File: src/hdl/pairwise_gravity_force_assert.svh
// assertion macros used by the top-level rtl file
`ifndef PAIRWISE_GRAVITY_FORCE_ASSERT_SVH
`define PAIRWISE_GRAVITY_FORCE_ASSERT_SVH
`ifndef SYNTHESIS
// same-cycle implication, clocked by clk, off during reset
`define PGF_ASSERT_IMP(label, ante, cons) \
  label: assert property (@(posedge clk) disable iff (!rst_n) (ante) |-> (cons)) \
    else $error("pairwise_gravity_force: assertion failed");
// next-cycle implication, clocked by clk, off during reset
`define PGF_ASSERT_NXT(label, ante, cons) \
  label: assert property (@(posedge clk) disable iff (!rst_n) (ante) |=> (cons)) \
    else $error("pairwise_gravity_force: assertion failed");
`else
`define PGF_ASSERT_IMP(label, ante, cons)
`define PGF_ASSERT_NXT(label, ante, cons)
`endif
`endif

File: src/hdl/pgf_pkg.sv
// types and constants of the pairwise gravity force block
package pgf_pkg;

  localparam int GAIN_BITS  = 32;
  localparam int MASS_BITS  = 32;
  localparam int GAIN_SHIFT = 8;
  localparam int CHUNK_BITS = 32;
  localparam int QUOT_BITS  = 48;
  localparam int OUT_BITS   = 48;

  typedef logic [GAIN_BITS-1:0]       gain_t;
  typedef logic [MASS_BITS-1:0]       mass_t;
  typedef logic signed [OUT_BITS-1:0] force_t;

  localparam gain_t  GAIN_RESET = 32'd16777216;
  localparam force_t FORCE_MAX  = {1'b0, {(OUT_BITS-1){1'b1}}};
  localparam force_t FORCE_MIN  = {1'b1, {(OUT_BITS-1){1'b0}}};

endpackage

File: src/hdl/pgf_mul.sv
// two-stage unsigned multiplier built from 32x32 partial products
module pgf_mul #(
  parameter int A_W = 32,
  parameter int B_W = 32
) (
  input  logic               clk,
  input  logic               en,
  input  logic [A_W-1:0]     a,
  input  logic [B_W-1:0]     b,
  output logic [A_W+B_W-1:0] p
);

  localparam int CW  = pgf_pkg::CHUNK_BITS;
  localparam int NA  = (A_W + CW - 1) / CW;
  localparam int NB  = (B_W + CW - 1) / CW;
  localparam int SUW = (NA + NB) * CW;

  logic [NA*CW-1:0]   a_pad;
  logic [NB*CW-1:0]   b_pad;
  logic [2*CW-1:0]    pp_r [NA*NB];
  logic [SUW-1:0]     acc;
  logic [A_W+B_W-1:0] p_r;

  assign a_pad = (NA*CW)'(a);
  assign b_pad = (NB*CW)'(b);

  // partial products
  always_ff @(posedge clk) begin
    if (en) begin
      for (int i = 0; i < NA; i++) begin
        for (int j = 0; j < NB; j++) begin
          pp_r[i*NB+j] <= (2*CW)'(a_pad[i*CW +: CW]) * (2*CW)'(b_pad[j*CW +: CW]);
        end
      end
    end
  end

  always_comb begin
    acc = '0;
    for (int i = 0; i < NA; i++) begin
      for (int j = 0; j < NB; j++) begin
        acc = acc + (SUW'(pp_r[i*NB+j]) << (CW*(i+j)));
      end
    end
  end

  always_ff @(posedge clk) begin
    if (en) begin
      p_r <= acc[A_W+B_W-1:0];
    end
  end

  assign p = p_r;

endmodule

File: config.mk
export PLATFORM = sky130hd
export DESIGN_NAME = pgf_mul
export DESIGN_NICKNAME = d
export VERILOG_FILES = /design/src/hdl/pairwise_gravity_force_assert.svh /design/src/hdl/pgf_pkg.sv /design/src/hdl/pgf_mul.sv
export SDC_FILE = /design/constraint.sdc
export NUM_CORES = 2
export LEC_CHECK = 0
export ABC_AREA = 1
export BUFFER_PORTS_ARGS = -buffer_cell sky130_fd_sc_hd__buf_4
export CAP_MARGIN = 40
export CORE_AREA = 2 2 273 302
export CTS_BUF_LIST = sky130_fd_sc_hd__clkbuf_4
export DETAILED_ROUTE_END_ITERATION = 12
export DIE_AREA = 0 0 275 304
export PLACE_DENSITY = 0.77
export SLEW_MARGIN = 20
export SYNTH_ARGS = -nofsm -noshare
export SYNTH_HDL_FRONTEND = slang
export SYNTH_SLANG_ARGS = --single-unit
File: constraint.sdc
create_clock -name clk -period 6.7 [get_ports clk]
set_clock_uncertainty 0.2 [all_clocks]
set_input_delay 0.335 -clock clk [delete_from_list [all_inputs] [get_ports clk]]
set_output_delay 0.335 -clock clk [all_outputs]
set_load 0.05 [all_outputs]
Yosys cells after proc, flatten, opt, wreduce, memory -nomap -nowiden

Memories as Yosys holds them, arrays and structs flattened. A register that Yosys moved wholly into a read port is not among the register bits.
Index checks and enable logic that the tools add are counted.

Register bits: 0
Bits in latches: 0
Memory bits (writable): 64
Bits in read-only memories: 0
Output and inout port bits: 64
Logic and storage cells: 4
Memories kept: 1

Memory list:

| name | words | width | read ports | clocked after Yosys merged registers in | write ports | RTL line      | RTL |
|---|---|---|---|---|---|---|---|
| pp_r | 1     | 64    | 1          | 1                                       | 1           | pgf_mul.sv:20 | `logic [2*CW-1:0] pp_r [NA*NB];` |

$add $sub $neg: 0
Multipliers: 1
Divide/modulo/power cells: 0
Order comparisons: 0
Equal/unequal tests: 0
Shift-type cells: 0
Mux-type cells: 2
Bitwise operators: 0
Reductions and logical operators: 0

Operators with widths:

| operator         | count |
|---|---|
| $mul A32 B32 Y64 | 1 |
| $mux W1          | 2 |

Depth between registers and ports, before layout

Depth in word-level cells: 2
Mapped depth: 30
Depth with buffers taken out: 29

Worst setup path after synthesis

No wires, ideal clock.

Path kind: input to register
Start: input a[25]
End: memory pp_r[0][60] (netlist bit) (data pin)
Library setup time: 0.252 ns
Arrival: 6.033 ns
Required time: 6.248 ns
Slack: 0.215 ns
Stages: 26
Buffers on the path: 1
Cells stage by stage: clkbuf_1 > nand2_1 > fa_1 > inv_1 > fa_1 > inv_1 > fa_1 > inv_1 > fa_1 > fa_1 > fa_1 > fa_1 > inv_1 > fa_1 > inv_1 > ha_1 > nand2_1 > nand2_1 > a21oi_1 > nand2_1 > nand2_1 > nand2_1 > a21oi_1 > nand2_1 > nand2_1 > nand2_1

Cells in the longest elaborated chain, start to end: 1

Ends and longest elaborated chain:

| element            | RTL line      | RTL |
|---|---|---|
| start: declaration | pgf_mul.sv:8  | `input logic [A_W-1:0] a,` |
| $mul A32 B32 Y64   | pgf_mul.sv:32 | `pp_r[i*NB+j] <= (2*CW)'(a_pad[i*CW +: CW]) * (2*CW)'(b_pad[j*CW +: CW]);` |
| end: declaration   | pgf_mul.sv:20 |  |

Every way passes these cells.

Worst setup path after layout

Start: input b[2]
End: memory pp_r[0][40] (netlist bit) (data pin)

Cells in the longest elaborated chain, start to end: 1

Ends and longest elaborated chain:

| element            | RTL line      | RTL |
|---|---|---|
| start: declaration | pgf_mul.sv:9  | `input logic [B_W-1:0] b,` |
| $mul A32 B32 Y64   | pgf_mul.sv:32 |  |

Every way passes these cells.

==> impl_metrics.json <==
{
  "post_cts_resized": 0,
  "design.portCount": 130,
  "cp_data_arrival_time_ns": 6.56,
  "cts_made_buffers": 17,
  "dr.first_iter.drc_count": 2272,
  "synth.yosys.warnings": 0,
  "detailed_place_hpwl_microns": 94800,
  "fin_hold_ws_ns": 0.0830,
  "clock.fmax_ghz": 0.155,
  "worstSetupPathDepth": 27,
  "core-area_sq_um": 80900,
  "min_path_type": "in2reg",
  "cts.hold.buffers_added": 0,
  "crit_family": "adder cells",
  "final_period_minus_worst_setup_slack_ns": 6.45,
  "max_slew.worst_pin.slew_ns": 0.795,
  "route.vias.total": 31694,
  "top_library_cells_by_usage_in_the_layout_fill_and_taps_aside": "inv_1, nand2_1, fa_1, buf_4, ha_1",
  "reported_max_cap_violation_count": 0,
  "die-area_sq_um": 83600,
  "ctsRootBufferMaster": "clkbuf_4",
  "required_time_of_the_critical_path_ns": 6.80,
  "critical_path.slowest_cell": "fa_1",
  "hold_viol": 0,
  "area_used_by_multi_input_combinational_logic_sq_um": 28900,
  "min_delay_path_depth": 1,
  "tritoncts": "built",
  "max_stage_delay_ns": 0.54,
  "grt_start_max_net_pins": 65,
  "timing.setup.tns_ns": 0,
  "area_growth_pct": 11.2,
  "worstSetupStartpointType": "input pin",
  "first_pass_grt_wire_length_microns": 175000,
  "layout.filler_cells": 7351,
  "drt-pass1-iter-count": 6,
  "grt_setup_unrepaired": "false",
  "register_area_sq_um": 3840,
  "syn_area_per_cell_sq_um": 7.86,
  "synthesized_nets": 6308,
  "floorplan.die.width_microns": 275,
  "critPathCaptureType": "flip-flop",
  "final_setup_viols": 0,
  "most_common_cell_after_layout_fill_and_taps_aside": "inv_1",
  "buffer_ports.inserted": 129,
  "cts_setup_buffers": 0,
  "grt_use_total_pct": 26.8,
  "clk_latency_ns": 0.55,
  "r2r.worst_path.cells": 0,
  "synthCells": 5083,
  "finalWeightedCongestion": 0.954,
  "die_h_microns": 304,
  "floorplan.initialDensity_pct": 49.4,
  "clk_pin_slew_ns": 0.13,
  "overflow_after_grt": 0,
  "critical_path.n_buffers_inverters": 8,
  "wirelength_microns": 107000,
  "avgRoutedWirePerCell_microns": 16.8,
  "std_cell_rows": 110,
  "timing_max_transition_violations_final": 0,
  "vias_in_the_first_global_route": 34151,
  "status": "complete, no violations",
  "grt_antenna_before_repair": 2,
  "final_layout_size_suffix_gt1_share_pct": 9.88,
  "ctsLongestPathBuffers": 2,
  "drcViolationCount": 0,
  "synth-seq-cells": 128,
  "critPathMaxFanout": 19,
  "ant_nets": 0,
  "count_of_nets_after_finishing": 6557,
  "timing.final.crit_share_pct": 96.3,
  "cts_sinks": 128,
  "seq_area_frac_synth_pct": 9.62,
  "syn_area_sq_um": 40000,
  "relSlewSlack_pct": 47.0,
  "crit_type": "in2reg",
  "detail_route.vias_per_cell": 4.94,
  "crit_path_frequent_cell": "fa_1",
  "post_synthesis_cell_type_count": 23,
  "htreeDepth": 4
}
## final cells by class
cell class | instances | area share, %
inverter | 1733 | 14.6
antenna | 2 | 0.0113
sequential | 128 | 8.65
multi-input combinational | 3030 | 65.1
tap | 1064 | 3.00
clock buffer | 18 | 0.304
timing repair buffer | 422 | 7.98
clock inverter | 13 | 0.313
## kinds of logic after synthesis
kind of cell	Yosys count	synth area share, %
compound gates	59	0.823
simple gates	1776	17.6
flops	128	9.62
fa+ha+maj	1159	53.1
buf+inv	1925	18.1
xor+xnor	36	0.789
## sequential cells by signal, indices dropped and copies added (netlist names)
| signal | count |
|---|---|
| p | 64 |
| pp_r | 64 |
## path summary, 6_finish.rpt
| kind | start | end | slack (ns) |
|---|---|---|---|
| worst min-delay path | en | p[62]$_DFFE_PP_ | 0.08 |
| worst min register to register | pp_r[0][6]$_DFFE_PP_ | p[6]$_DFFE_PP_ | 0.21 |
| worst max register to register | pp_r[0][52]$_DFFE_PP_ | p[52]$_DFFE_PP_ | 5.72 |
| worst max-delay path | b[2] | pp_r[0][40]$_DFFE_PP_ | 0.25 |
## metal layers
layer	global-route usage (%)	vias to the layer above	wire length (microns)
met1	31.0	15648	38100
met3	3.83	383	6610
met5	0	-	13
met2	48.2	1209	56800
li1	-	14452	-
met4	13.2	2	5920
## Yosys cell counts
| cell type | count | area, sq um |
|---|---|---|
| nor3_4 | 1 | 16.3 |
| nor3_2 | 7 | 70.1 |
| inv_1 | 1723 | 6470 |
| o21bai_1 | 11 | 82.6 |
| xor2_1 | 32 | 280 |
| o21ai_0 | 2 | 10.0 |
| nand4_1 | 16 | 100 |
| nand2_1 | 1559 | 5850 |
| nor2_1 | 73 | 274 |
| edfxtp_1 | 128 | 3840 |
| nor2_2 | 23 | 144 |
| nor3_1 | 10 | 50.1 |
| o21bai_2 | 1 | 11.3 |
| nand2_2 | 16 | 100 |
| clkbuf_1 | 192 | 721 |
| inv_2 | 10 | 37.5 |
| xnor2_1 | 4 | 35.0 |
| fa_1 | 896 | 17900 |
| nand3_2 | 7 | 70.1 |
| a21oi_1 | 45 | 225 |
| nand3_1 | 59 | 295 |
| nor2_4 | 5 | 56.3 |
| ha_1 | 263 | 3290 |
## per-stage QoR
stage	setup slack [ns]	instance area, sq um	cells	util, %
detailed placement	-0.374	44100	6377	54.5
global placement	-0.292	44100	6376	54.5
finish	0.246	44400	6410	54.9
floorplan	0.215	40000	5083	-
CTS	0.225	44400	6408	54.9
global route	0.000902	44400	6409	54.9
Power is left out: the tool's default activity adds up to more than one toggle a clock period on the data nets, which glitch-free logic cannot reach.
